$ cat config.mk
export PLATFORM = sky130hd
export DESIGN_NAME = pmbs_ctrl
export DESIGN_NICKNAME = d
export VERILOG_FILES = /design/src/rtl/pmbs_pkg.sv /design/src/rtl/pmbs_ctrl.sv
export SDC_FILE = /design/constraint.sdc
export NUM_CORES = 1
export LEC_CHECK = 0
export BUFFER_PORTS_ARGS = -buffer_cell sky130_fd_sc_hd__buf_4
export CAP_MARGIN = 20
export CORE_AREA = 2 2 39 41
export DETAILED_ROUTE_END_ITERATION = 6
export DIE_AREA = 0 0 41 43
export PLACE_DENSITY = 0.69
export RECOVER_POWER = 50
export SYNTH_ARGS = -nofsm -noshare
export SYNTH_HDL_FRONTEND = slang
export SYNTH_SLANG_ARGS = --single-unit
$ cat constraint.sdc
create_clock -name clk -period 2.35 [get_ports clk]
set_input_delay 0 -clock clk [delete_from_list [all_inputs] [get_ports clk]]
set_output_delay 0 -clock clk [all_outputs]
set_load 0.05 [all_outputs]
$ cat src/rtl/pmbs_pkg.sv
// Shared widths, codes and controller/datapath interface types for the p-median swap block.
`default_nettype none

package pmbs_pkg;

    // Default sizes of the stores
    localparam int DEF_MAX_ROWS       = 256;
    localparam int DEF_MAX_COLS       = 256;
    localparam int DEF_MAX_CHOSEN     = 16;
    localparam int DEF_MAX_CANDIDATES = 256;

    // Field widths of the ports
    localparam int KIND_W     = 2;
    localparam int IDX_W      = 8;
    localparam int DIST_W     = 31;
    localparam int LOC_W      = 9;
    localparam int OSLOT_W    = 4;
    localparam int COST_W     = 39;
    localparam int CFG_W      = 9;
    localparam int CFG_ADDR_W = 3;

    // Width used for comparing counts against the size limits (limits reach 4096)
    localparam int EXT_W = 13;

    // Input item kinds
    localparam logic [KIND_W-1:0] KIND_DIST   = 2'd0;
    localparam logic [KIND_W-1:0] KIND_CHOSEN = 2'd1;
    localparam logic [KIND_W-1:0] KIND_CAND   = 2'd2;
    localparam logic [KIND_W-1:0] KIND_RUN    = 2'd3;

    // Register indexes
    localparam logic [CFG_ADDR_W-1:0] REG_NUM_ROWS       = 3'd0;
    localparam logic [CFG_ADDR_W-1:0] REG_NUM_COLS       = 3'd1;
    localparam logic [CFG_ADDR_W-1:0] REG_NUM_CHOSEN     = 3'd2;
    localparam logic [CFG_ADDR_W-1:0] REG_NUM_CANDIDATES = 3'd3;
    localparam logic [CFG_ADDR_W-1:0] REG_NUM_FORCED     = 3'd4;

    // Commands from the controller to the datapath
    typedef struct packed {
        logic load;       // write the accepted load item into its store
        logic start_run;  // clear error, best and list counters
        logic chk_ch;     // range check chosen slot k, advance k
        logic chk_ca;     // read candidate j for range check, advance j
        logic cost_clr;   // clear row/slot counters and cost sum
        logic base;       // the next cost pass is the unswapped list
        logic issue;      // issue one distance read, advance slot/row
        logic cand_cap;   // capture candidate j as the trial location
        logic eval;       // compare the finished cost, advance the trial
        logic out_step;   // advance the output slot
    } pmbs_cmd_t;

    // Status from the datapath to the controller
    typedef struct packed {
        logic err;
        logic has_swaps;
        logic rows_zero;
        logic trial_on;
        logic k_last;
        logic r_last;
        logic j_last;
        logic i_last;
    } pmbs_stat_t;

endpackage

`default_nettype wire

$ cat src/rtl/pmbs_ctrl.sv
// Controller state machine sequencing loads, range checks, cost passes and result output.
`default_nettype none

module pmbs_ctrl
    import pmbs_pkg::*;
(
    input  wire logic              clk,
    input  wire logic              rst_n,
    input  wire logic              in_valid,
    output logic                   in_ready,
    input  wire logic [KIND_W-1:0] kind,
    output logic                   out_valid,
    input  wire logic              out_ready,
    input  wire pmbs_stat_t        stat,
    output pmbs_cmd_t              cmd
);

    localparam logic [3:0] ST_IDLE      = 4'd0;
    localparam logic [3:0] ST_CHK_CH    = 4'd1;
    localparam logic [3:0] ST_CHK_CA    = 4'd2;
    localparam logic [3:0] ST_CHK_DRAIN = 4'd3;
    localparam logic [3:0] ST_DECIDE    = 4'd4;
    localparam logic [3:0] ST_COST      = 4'd5;
    localparam logic [3:0] ST_DRAIN     = 4'd6;
    localparam logic [3:0] ST_EVAL      = 4'd7;
    localparam logic [3:0] ST_TRIAL_RD  = 4'd8;
    localparam logic [3:0] ST_TRIAL_CAP = 4'd9;
    localparam logic [3:0] ST_OUT       = 4'd10;

    logic [3:0] state_reg, state_next;
    logic       in_xfer;

    assign in_ready  = (state_reg == ST_IDLE);
    assign out_valid = (state_reg == ST_OUT);
    assign in_xfer   = in_valid && in_ready;

    always_comb
    begin
        state_next = state_reg;
        cmd        = '0;
        case (state_reg)
            ST_IDLE:
            begin
                if (in_xfer)
                begin
                    if (kind == KIND_RUN)
                    begin
                        cmd.start_run = 1'b1;
                        state_next    = ST_CHK_CH;
                    end
                    else
                    begin
                        cmd.load = 1'b1;
                    end
                end
            end
            ST_CHK_CH:
            begin
                cmd.chk_ch = 1'b1;
                if (stat.k_last)
                begin
                    state_next = stat.has_swaps ? ST_CHK_CA : ST_DECIDE;
                end
            end
            ST_CHK_CA:
            begin
                cmd.chk_ca = 1'b1;
                if (stat.j_last)
                begin
                    state_next = ST_CHK_DRAIN;
                end
            end
            ST_CHK_DRAIN:
            begin
                state_next = ST_DECIDE;
            end
            ST_DECIDE:
            begin
                // clears the slot counter for either the cost pass or the output
                cmd.cost_clr = 1'b1;
                cmd.base     = 1'b1;
                if (stat.err)
                begin
                    state_next = ST_OUT;
                end
                else
                begin
                    state_next = stat.rows_zero ? ST_DRAIN : ST_COST;
                end
            end
            ST_COST:
            begin
                cmd.issue = 1'b1;
                if (stat.k_last && stat.r_last)
                begin
                    state_next = ST_DRAIN;
                end
            end
            ST_DRAIN:
            begin
                state_next = ST_EVAL;
            end
            ST_EVAL:
            begin
                cmd.eval = 1'b1;
                if ((!stat.trial_on && !stat.has_swaps) ||
                    (stat.trial_on && stat.j_last && stat.i_last))
                begin
                    cmd.cost_clr = 1'b1;
                    state_next   = ST_OUT;
                end
                else
                begin
                    state_next = ST_TRIAL_RD;
                end
            end
            ST_TRIAL_RD:
            begin
                cmd.cost_clr = 1'b1;
                state_next   = ST_TRIAL_CAP;
            end
            ST_TRIAL_CAP:
            begin
                cmd.cand_cap = 1'b1;
                state_next   = stat.rows_zero ? ST_DRAIN : ST_COST;
            end
            ST_OUT:
            begin
                if (out_ready)
                begin
                    cmd.out_step = 1'b1;
                    if (stat.k_last)
                    begin
                        state_next = ST_IDLE;
                    end
                end
            end
            default:
            begin
                state_next = ST_IDLE;
            end
        endcase
    end

    always_ff @(posedge clk or negedge rst_n)
    begin
        if (!rst_n)
        begin
            state_reg <= ST_IDLE;
        end
        else
        begin
            state_reg <= state_next;
        end
    end

`ifndef SYNTH
    a_run_blocks_input: assert property (@(posedge clk) disable iff (!rst_n)
        in_xfer && kind == KIND_RUN |=> !in_ready)
        else $error("input still open after a run transfer");

    a_last_returns_idle: assert property (@(posedge clk) disable iff (!rst_n)
        out_valid && out_ready && stat.k_last |=> in_ready)
        else $error("block not idle after the final result transfer");

    a_no_cost_on_error: assert property (@(posedge clk) disable iff (!rst_n)
        cmd.issue |-> !stat.err)
        else $error("cost pass running on a list with a range error");

    a_sides_exclusive: assert property (@(posedge clk) disable iff (!rst_n)
        !(in_ready && out_valid))
        else $error("input and output open together");
`endif

endmodule

`default_nettype wire

==> metrics.md, run 1 <==
| Metric | Value |
|---|---|
| Cts hold-fix bufs | `1` |
| Mux cell area share after synthesis | `0%` |
| Syn Area/Cell | `7.95 um2` |
| Post-cts sizing count | `0` |
| # Max-Cap Violations | `0` |
| Crit-path cells | `nand2b_1 -> nor3_1 -> clkbuf_1` |
| Root buffer cell | `clkbuf_4` |
| Post-Syn Area | `557 um2` |
| Crit Path Max Fanout | `17` |
| Antenna cell count | `0` |
| Setup crit end kind | `output port` |
| Synth Instances | `70` |
| Buf/Inv on CP | `1` |
| Crit-path max cell delay | `0.54 ns` |
| WP data required | `2.35 ns` |
| Setup TNS | `0 ns` |
| Post-synth top area cell | `dfrtp_1` |
| Post-DRT Antenna Nets | `0` |
| Via count | `641` |
| Initial core utilization | `40.2%` |
| Slowest-stage cell, CP | `dfrtp_1` |
| Synth warnings | `0` |
| Synth top area share | `18.0%` |
| Worst path arrival time | `1.74 ns` |
| Post-placement cell count | `107` |
| Cell Count, Final, Fillers Out | `111` |
| Max FFs per register | `4` |
| Worst hold path type | `primary input to asynchronous set/reset pin` |
| Register area | `100 um2` |
| Worst VDD drop | `587 uV` |
| Synth Area in XOR/XNOR | `0%` |
| Die H | `43 um` |
| GRT Overall Usage | `17.2%` |
| Register area share after synthesis | `18.0%` |
| Drt drc | `0` |
| Min Tclk post-route | `1.74 ns` |
| Hold_ws | `0.113 ns` |
| Nets | `111` |
| Number of global-route vias before repair | `493` |
| Antenna violations before repair | `0` |
| Leakage | `0.000352 uW` |
| Skew-Pair Late Insertion Delay | `0.24 ns` |
| Layout cells sized above 1 | `36.8%` |
| Asr flop ratio synth | `100%` |
| Largest family of logic cells by synthesized area | `simple AND/OR/NAND/NOR gates` |
| Initial drt markers | `15` |
| Rows | `14` |
| Clock Skew | `0.00543 ns` |
| Compound-gate portion of the synthesized area | `27.9%` |
| Clock transition at path regs | `0.04 ns` |
| H-tree depth | `1` |
| Postcts setup bufs | `0` |
| Port bufs | `25` |
| Clock buffer depth | `2` |
| First-pass GRT wire length | `2100 um` |
| Final-report max-slew violation count | `0` |
| Synth Area in Simple Gates | `42.0%` |
| Synth Net Count | `84` |
| CORE AREA | `1380 um2` |
| Top cells by area, synth | `dfrtp_1 18%, nor2_1 8.1%, buf_6 6.1%` |
| I/O pin cnt | `26` |
| WL per Instance | `12.9 um` |
| F_max | `574 MHz` |
| Die X | `41 um` |
| Largest net degree at the start of global routing | `18` |
| Status | `finished, final reports clean` |
| Final hold violations | `0` |
| Multi-input gate area | `398 um2` |
| Crit path launch type | `register` |
| EDFF count, synth | `0` |
| Power Density | `1240 nW/um2` |
| Relative slew slack | `59.9%` |
| Clock Sinks | `4` |
| Die area | `1760 um2` |
| WL final | `1430 um` |
| Period utilization | `74.1%` |
| Post-Synth Adder-Cell Area | `0%` |
| RSZ-0062 raised after global routing | `false` |
| Setup violations, final | `0` |
| CTS buffer count | `3` |
| P&R area growth vs syn | `31.5%` |
| RD Place Congestion | `0.823` |
| Kind of critical path | `register to output port` |
| Synth unique cells | `38` |
| CTS tree | `yes` |
| Worst slew pin tran | `0.605 ns` |
| CP top delay family | `flip-flops` |
| Post-place setup slack | `0.644 ns` |
| Drt first pass iters | `4` |
| Post-route cell area | `732 um2` |
| Most used DFF post-synth | `dfrtp_1` |
| Worst setup margin | `0.608 ns` |
| GR Overflow Total | `0` |
| HPWL after DPL | `1080 um` |
| Dpl cell area | `726 um2` |
| Synthesized flop and latch total | `4` |
| Vias per cell | `5.77` |
| Filler cells | `135` |
## metrics by stage
stage	utilization, %	total power (uW)
floorplan	-	724
global placement	52.4	841
detailed placement	52.4	843
CTS	54.8	934
global route	52.9	958
finish	52.9	908
## cells in the mapped netlist (all sizes together), types with 2 or more instances
cell type,number
and3,4
a21oi,4
nor4b,2
nor2,13
o41ai,2
nor3,3
dfrtp,4
inv,4
nand2,7
o21ai,4
buf,3
## cell type report
cell class	count	share of cell area (%)
inverters	4	2.74
multi-input cells	58	54.4
well taps	16	2.74
repair buffers	26	23.4
clock buffers	3	3.08
flip-flops and latches	4	13.7
## placed cells by master, fill, tap and decap left out, types with 2 or more instances in the layout
master and count:
and3_1 4, nand2_1 5, nor3_1 2, o21ai_0 2, dfrtp_1 4, buf_4 18
clkbuf_4 3, clkbuf_1 7, inv_1 3, nor2_1 12, a21oi_1 3, o41ai_2 2
## report_power, final
group / switching (uW) / total, uW / internal [uW]
Combinational: 407 / 634 / 228
Sequential: 90.5 / 185 / 94.7
Clock: 31.2 / 88.5 / 57.3
Total: 528 / 908 / 380
## per-layer routing
metal	vias up	track usage, %	share of wire, %
li1	314	-	-
met1	293	24.2	43
met2	32	25.3	47
met3	2	1.05	7.6
met4	0	8.67	1.7
met5	-	0	0
## cell families after synthesis
logic type	after synthesis
AOI/OAI and AO/OA	19
DFF	4
buffers and inverters	8
and+or+nand+nor	39
## worst paths after layout
| path | startpoint | end | slack, ns | depth (start not counted) |
|---|---|---|---|---|
| max | state_reg[1] | cmd[2] | 0.61 | 3 |
| min | rst_n | state_reg[1] | 0.11 | 2 |
| max reg2reg | state_reg[2] | state_reg[1] | 0.63 | 5 |
| min reg2reg | state_reg[3] | state_reg[3] | 0.81 | 1 |
| max in group asynchronous | rst_n | state_reg[2] | 2.05 | 2 |
| min in group clk | stat[3] | state_reg[0] | 0.12 | 3 |
(Power assumes the default switching activity.)
==> inputs of run 2 (changes only) <==
==> constraint.sdc (replaced) <==
create_clock -name clk -period 1.75 [get_ports clk]
set_input_delay 0 -clock clk [delete_from_list [all_inputs] [get_ports clk]]
set_output_delay 0 -clock clk [all_outputs]
set_load 0.05 [all_outputs]
==> run 2 against run 1 <==
  * Clock power increased by 42%
  * Die area unchanged
  * Global-route usage increased by 1.6 points
  * Power increased by 43%
  * Core utilization increased by 3.7 points
  * Register-to-register slack got worse by 0.55 ns
  * Hold slack got worse by 0.020 ns
  * Final cell count increased by 1.8%
  * Wire length increased by 2.3%
  * Count of clock-buffer cells in the layout unchanged
  * Combinational power increased by 46%
  * Critical path type is now register to register
  * Critical endpoint is now state_reg[1]
  * Largest power group unchanged
==> metrics.md, run 2 (same netlist as run 1, synthesis figures left out) <==
| Metric | Value |
|---|---|
| Status | `finished, final reports clean` |
| First-pass GRT wire length | `2400 um (+14%)` |
| # Max-Cap Violations | `0 (unchanged)` |
| Setup crit end kind | `register` |
| Post-DRT Antenna Nets | `0 (unchanged)` |
| Clock Skew | `0.00681 ns (+0.00138 ns)` |
| Relative slew slack | `77.0% (+17 points)` |
| Leakage | `0.000383 uW (+9.0%)` |
| Power Density | `1660 nW/um2 (+34%)` |
| GR Overflow Total | `0 (unchanged)` |
| Drt first pass iters | `4 (unchanged)` |
| Worst path arrival time | `1.82 ns (+0.08 ns)` |
| Antenna cell count | `0 (unchanged)` |
| Post-route cell area | `783 um2 (+7.0%)` |
| CTS tree | `yes` |
| Crit-path cells | `and2b_2 -> nand3_1 -> o211a_1 -> nor4b_1 -> nor4b_2` |
| Vias per cell | `5.86 (+1.4%)` |
| Crit path launch type | `register` |
| WL per Instance | `13.0 um (+0.50%)` |
| Worst VDD drop | `938 uV (+60%)` |
| Min Tclk post-route | `1.67 ns` |
| Port bufs | `25 (unchanged)` |
| I/O pin cnt | `26 (unchanged)` |
| Layout cells sized above 1 | `48.5% (+12 points)` |
| Commonest non-fill, non-tap cells in the layout | `21 x buf_4, 11 x nor2_1, 5 x clkbuf_2` |
| Initial drt markers | `18 (+3)` |
| Die H | `43 um (unchanged)` |
| Crit-path max cell delay | `0.53 ns (about the same)` |
| Setup TNS | `0 ns (unchanged)` |
| P&R area growth vs syn | `40.7%` |
| Max FFs per register | `4 (unchanged)` |
| Initial core utilization | `40.2% (unchanged)` |
| Slowest-stage cell, CP | `dfrtp_1` |
| Final hold violations | `0 (unchanged)` |
| Worst hold path type | `primary input to register` |
| Root buffer cell | `clkbuf_4` |
| Skew-Pair Late Insertion Delay | `0.25 ns (about the same)` |
| Period utilization | `95.5%` |
| RSZ-0062 raised after global routing | `false` |
| CORE AREA | `1380 um2 (unchanged)` |
| RD Place Congestion | `0.832 (+1.1%)` |
| Die X | `41 um (unchanged)` |
| Die area | `1760 um2 (unchanged)` |
| Antenna violations before repair | `0 (unchanged)` |
| Drt drc | `0 (unchanged)` |
| Final-report max-slew violation count | `0 (unchanged)` |
| HPWL after DPL | `1180 um (+9.2%)` |
| Clock buffer depth | `2 (unchanged)` |
| CTS buffer count | `3 (unchanged)` |
| WL final | `1460 um (+2.3%)` |
| Kind of critical path | `register to register` |
| Nets | `113 (+1.8%)` |
| F_max | `598 MHz` |
| Worst slew pin tran | `0.340 ns (-0.265 ns)` |
| H-tree depth | `1 (unchanged)` |
| Largest net degree at the start of global routing | `16 (-2)` |
| Dpl cell area | `764 um2 (+5.3%)` |
| Rows | `14 (unchanged)` |
| WP data required | `1.90 ns (-0.45 ns)` |
| Clock transition at path regs | `0.05 ns (about the same)` |
| Clock Sinks | `4 (unchanged)` |
| Number of global-route vias before repair | `573 (+16%)` |
| Crit Path Max Fanout | `12 (-5)` |
| Setup violations, final | `0 (unchanged)` |
| GRT Overall Usage | `18.8% (+1.6 points)` |
| Via count | `662 (+3.3%)` |
| Commonest non-fill, non-tap cell in the layout | `buf_4` |
[run 2: cell count changes in the layout (fill, tap and decap cells not counted), moves of 2 or more]
cell,change
clkbuf_2,+5
buf_4,+3
dfrtp_2,+2
dfrtp_1,-2
clkbuf_1,-6
[run 2: worst paths after layout]
kind | startpoint | end | slack (ns) | cells past startpoint
setup / recovery | state_reg[3] | state_reg[1] | 0.08 | 5
setup reg to reg | state_reg[3] | state_reg[1] | 0.08 | 5
max in group asynchronous | rst_n | state_reg[0] | 1.42 | 2
min in group asynchronous | rst_n | state_reg[3] | 0.11 | 2
hold reg to reg | state_reg[1] | state_reg[1] | 0.77 | 2
hold / removal | stat[2] | state_reg[2] | 0.09 | 4
[run 2: where the power goes]
group	leakage [uW]	internal, uW	switching (uW)
logic	0.000320	351	572
registers	0.0000493	132	119
clock network	0.0000138	77.4	48.3
[run 2: what timing repair did]
action / CTS / global route
resized for setup: 0 / 2
setup buffers: 0 / 0
hold buffers: 1 / 0
setup endpoints to repair: 0 / 3
hold endpoints to repair: 4 / 0
[run 2: layer usage]
metal  track usage (%)  vias up  wire (um)
met1              25.9      302        596
li1                  -      316          -
met4              6.00        0         16
met5                 0        -          0
met2              29.7       41        716
met3              1.57        3        134
[run 2: worst max-delay path, delay by kind of cell (launching register included)]
kind               cells  cell delay [ns]
AOI/OAI and AO/OA      1             0.27
and+or+nand+nor        4             0.78
DFF                    1             0.53
[run 2: per-stage QoR]
stage	hold slack, ns	setup slack (ns)	util (%)	instances	power [uW]
after global routing	0.125	0.00243	56.6	113	1390
after CTS	0.0817	0.0259	57.6	113	1320
after detailed placement	-0.198	0.0343	55.2	109	1190
after global placement	-0.201	0.0539	55.2	109	1180
final	0.0934	0.0789	56.6	113	1300
after floorplan	-0.296	0.0132	-	70	1010
[run 2: layout make-up]
| class | count | area, um2 |
|---|---|---|
| repair buffers | 28 | 196 |
| fillers | 135 | 601 |
| clock buffers | 3 | 22.5 |
| inverters | 4 | 20.0 |
| flip-flops and latches | 4 | 103 |
| well taps | 16 | 20.0 |
| multi-input cells | 58 | 422 |
==> inputs of run 3 (changes only) <==
--- a/config.mk
+++ b/config.mk
@@ -8,6 +8,8 @@
 export BUFFER_PORTS_ARGS = -buffer_cell sky130_fd_sc_hd__buf_4
 export CAP_MARGIN = 20
 export CORE_AREA = 2 2 39 41
+export CTS_BUF_LIST = sky130_fd_sc_hd__clkbuf_8
+export CTS_CLUSTER_DIAMETER = 200
 export DETAILED_ROUTE_END_ITERATION = 6
 export DIE_AREA = 0 0 41 43
 export PLACE_DENSITY = 0.69
==> run 3 against run 2 <==
  * Core utilization grew 1.5 points
  * Non-clock buffer count is the same
  * Final cell count unchanged
  * Highest routed layer unchanged
  * Register-to-register slack about the same
  * Worst setup slack better by 0.0012 ns
  * Via count shrank 1.7%
  * Count of clock-buffer cells in the layout stayed put
  * Global-route usage is 0.40 points higher
  * Die area did not move
  * Maximum frequency about the same
  * Power increased by 7.1%
==> metrics.md, run 3 (same netlist as run 1, synthesis figures left out) <==
| Metric | Value |
|---|---|
| Initial drt markers | `30 (+12)` |
| CORE AREA | `1380 um2 (unchanged)` |
| I/O pin cnt | `26 (unchanged)` |
| Clock Sinks | `4 (unchanged)` |
| Number of global-route vias before repair | `574 (+0.17%)` |
| Status | `finished, final reports clean` |
| Max FFs per register | `4 (unchanged)` |
| Worst slew pin tran | `0.595 ns (+0.255 ns)` |
| Via count | `651 (-1.7%)` |
| Relative slew slack | `60.5% (-16 points)` |
| Hold_ws | `0.116 ns (+0.0230 ns)` |
| RD Place Congestion | `0.832 (unchanged)` |
| Min Tclk post-route | `1.67 ns (-0.00122 ns)` |
| Worst path arrival time | `1.79 ns (-0.03 ns)` |
| Switch share | `54.2% (-2.6 points)` |
| CTS tree | `yes` |
| Antenna cell count | `0 (unchanged)` |
| Setup crit end kind | `register` |
| Setup TNS | `0 ns (unchanged)` |
| Pint | `636 uW (+14%)` |
| Worst setup margin | `0.0801 ns (+0.00122 ns)` |
| Commonest non-fill, non-tap cells in the layout | `22 x buf_4, 11 x nor2_1, 4 x and3_1, 4 x nand2_1` |
| Drt drc | `0 (unchanged)` |
| Gate power share | `66.9% (-4.1 points)` |
| Die area | `1760 um2 (unchanged)` |
| Filler cells | `136 (+0.74%)` |
| Power Density | `1730 nW/um2 (+4.2%)` |
| Initial core utilization | `40.2% (unchanged)` |
| Final core utilization | `58.1% (+1.5 points)` |
| # Max-Cap Violations | `0 (unchanged)` |
| Port bufs | `25 (unchanged)` |
| Die X | `41 um (unchanged)` |
| Rows | `14 (unchanged)` |
| Clock buffer depth | `2 (unchanged)` |
| Antenna violations before repair | `0 (unchanged)` |
| RSZ-0062 raised after global routing | `false` |
| Worst VDD drop | `1210 uV (+29%)` |
| Post-place setup slack | `0.0343 ns (unchanged)` |
| Commonest non-fill, non-tap cell in the layout | `buf_4` |
| WL final | `1530 um (+4.4%)` |
| First-pass GRT wire length | `2420 um (+0.83%)` |
| Kind of critical path | `register to register` |
| Leakage | `0.000387 uW (+0.96%)` |
| Post-DRT Antenna Nets | `0 (unchanged)` |
| WL per Instance | `13.5 um (+4.4%)` |
| Clock transition at path regs | `0.04 ns (about the same)` |
| H-tree depth | `1 (unchanged)` |
| Drt first pass iters | `4 (unchanged)` |
| Postcts setup bufs | `0 (unchanged)` |
| Largest net degree at the start of global routing | `16 (unchanged)` |
| Root buffer cell | `clkbuf_8` |
| Flop pwr share | `18.3% (-1.0 points)` |
| P_sw | `754 uW (+2.1%)` |
| Vias per cell | `5.76 (-1.7%)` |
| Layout cells sized above 1 | `48.5% (unchanged)` |
| F_max | `599 MHz (about the same)` |
| Nets | `113 (unchanged)` |
| Die H | `43 um (unchanged)` |
| Crit Path Max Fanout | `10 (-2)` |
| Clock power frac | `14.8% (+5.1 points)` |
| P&R area growth vs syn | `44.5%` |
| WP data required | `1.87 ns (-0.03 ns)` |
| Final-report max-slew violation count | `0 (unchanged)` |
| Crit path launch type | `register` |
| Final hold violations | `0 (unchanged)` |
| Clock Skew | `0.000949 ns (-0.00586 ns)` |
| GRT Overall Usage | `19.2% (+0.40 points)` |
| Skew-Pair Late Insertion Delay | `0.22 ns (-0.03 ns)` |
| Setup violations, final | `0 (unchanged)` |
| Period utilization | `95.4% (about the same)` |
| CTS buffer count | `3 (unchanged)` |
| Worst hold path type | `primary input to register` |
| GR Overflow Total | `0 (unchanged)` |
| HPWL after DPL | `1180 um (unchanged)` |
-- run 3: cell types whose count changed in the layout (fill, tap and decap cells not counted), sizes merged --
cell	before	now
buf	21	22
clkbuf	9	8
-- run 3: final cells by class --
cell class | count | area [um2] | share of cell area [%]
multi-input cells | 58 | 422 | 52.4
repair buffers | 28 | 198 | 24.6
inverters | 4 | 20.0 | 2.49
flip-flops and latches | 4 | 104 | 12.9
clock buffers | 3 | 41.3 | 5.13
well taps | 16 | 20.0 | 2.49
-- run 3: worst max-delay path, cell delays in order (launching register included) --
cell,delay (ns)
dfrtp_1,0.47
and2b_2,0.29
nand3_1,0.13
o211a_1,0.27
nor4b_1,0.16
nor4b_2,0.25
-- run 3: worst paths after layout --
path,startpoint,endpoint,slack (ns),cells past startpoint
max,state_reg[2],state_reg[1],0.08,5
min,stat[2],state_reg[2],0.12,4
max reg2reg,state_reg[2],state_reg[1],0.08,5
min reg2reg,state_reg[3],state_reg[3],0.68,1
max in group asynchronous,rst_n,state_reg[0],1.40,2
min in group asynchronous,rst_n,state_reg[3],0.14,2
-- run 3: power by group through the flow --
stage	clock network, uW	logic [uW]	registers [uW]
4_1_cts	203	951	247
3_3_place_gp	0	943	242
6_report	205	931	254
5_1_grt	212	998	265
3_5_place_dp	0	948	246
2_1_floorplan	0	852	155
-- run 3: repair_timing --
action / in CTS / in global routing
endpoints found under the setup margin: 0 / 3
hold buffers: 1 / 0
endpoints found under the hold margin: 4 / 0
gates resized for setup: 0 / 3
-- run 3: through the flow --
stage               std cells  total power, uW  instance area (um2)
detailed placement        109             1190                  764
global route              113             1480                  805
floorplan                  70             1010                  589
CTS                       113             1400                  816
finish                    113             1390                  805
global placement          109             1180                  764
-- run 3: metal layers --
| layer | routed length, um | up-vias | share of wire, % | global-route usage, % |
|---|---|---|---|---|
| met2 | 773 | 26 | 51 | 31.3 |
| li1 | - | 316 | - | - |
| met5 | 0 | - | 0 | 0 |
| met1 | 632 | 307 | 41 | 25.6 |
| met3 | 107 | 2 | 7.0 | 1.57 |
| met4 | 14 | 0 | 0.92 | 6.00 |
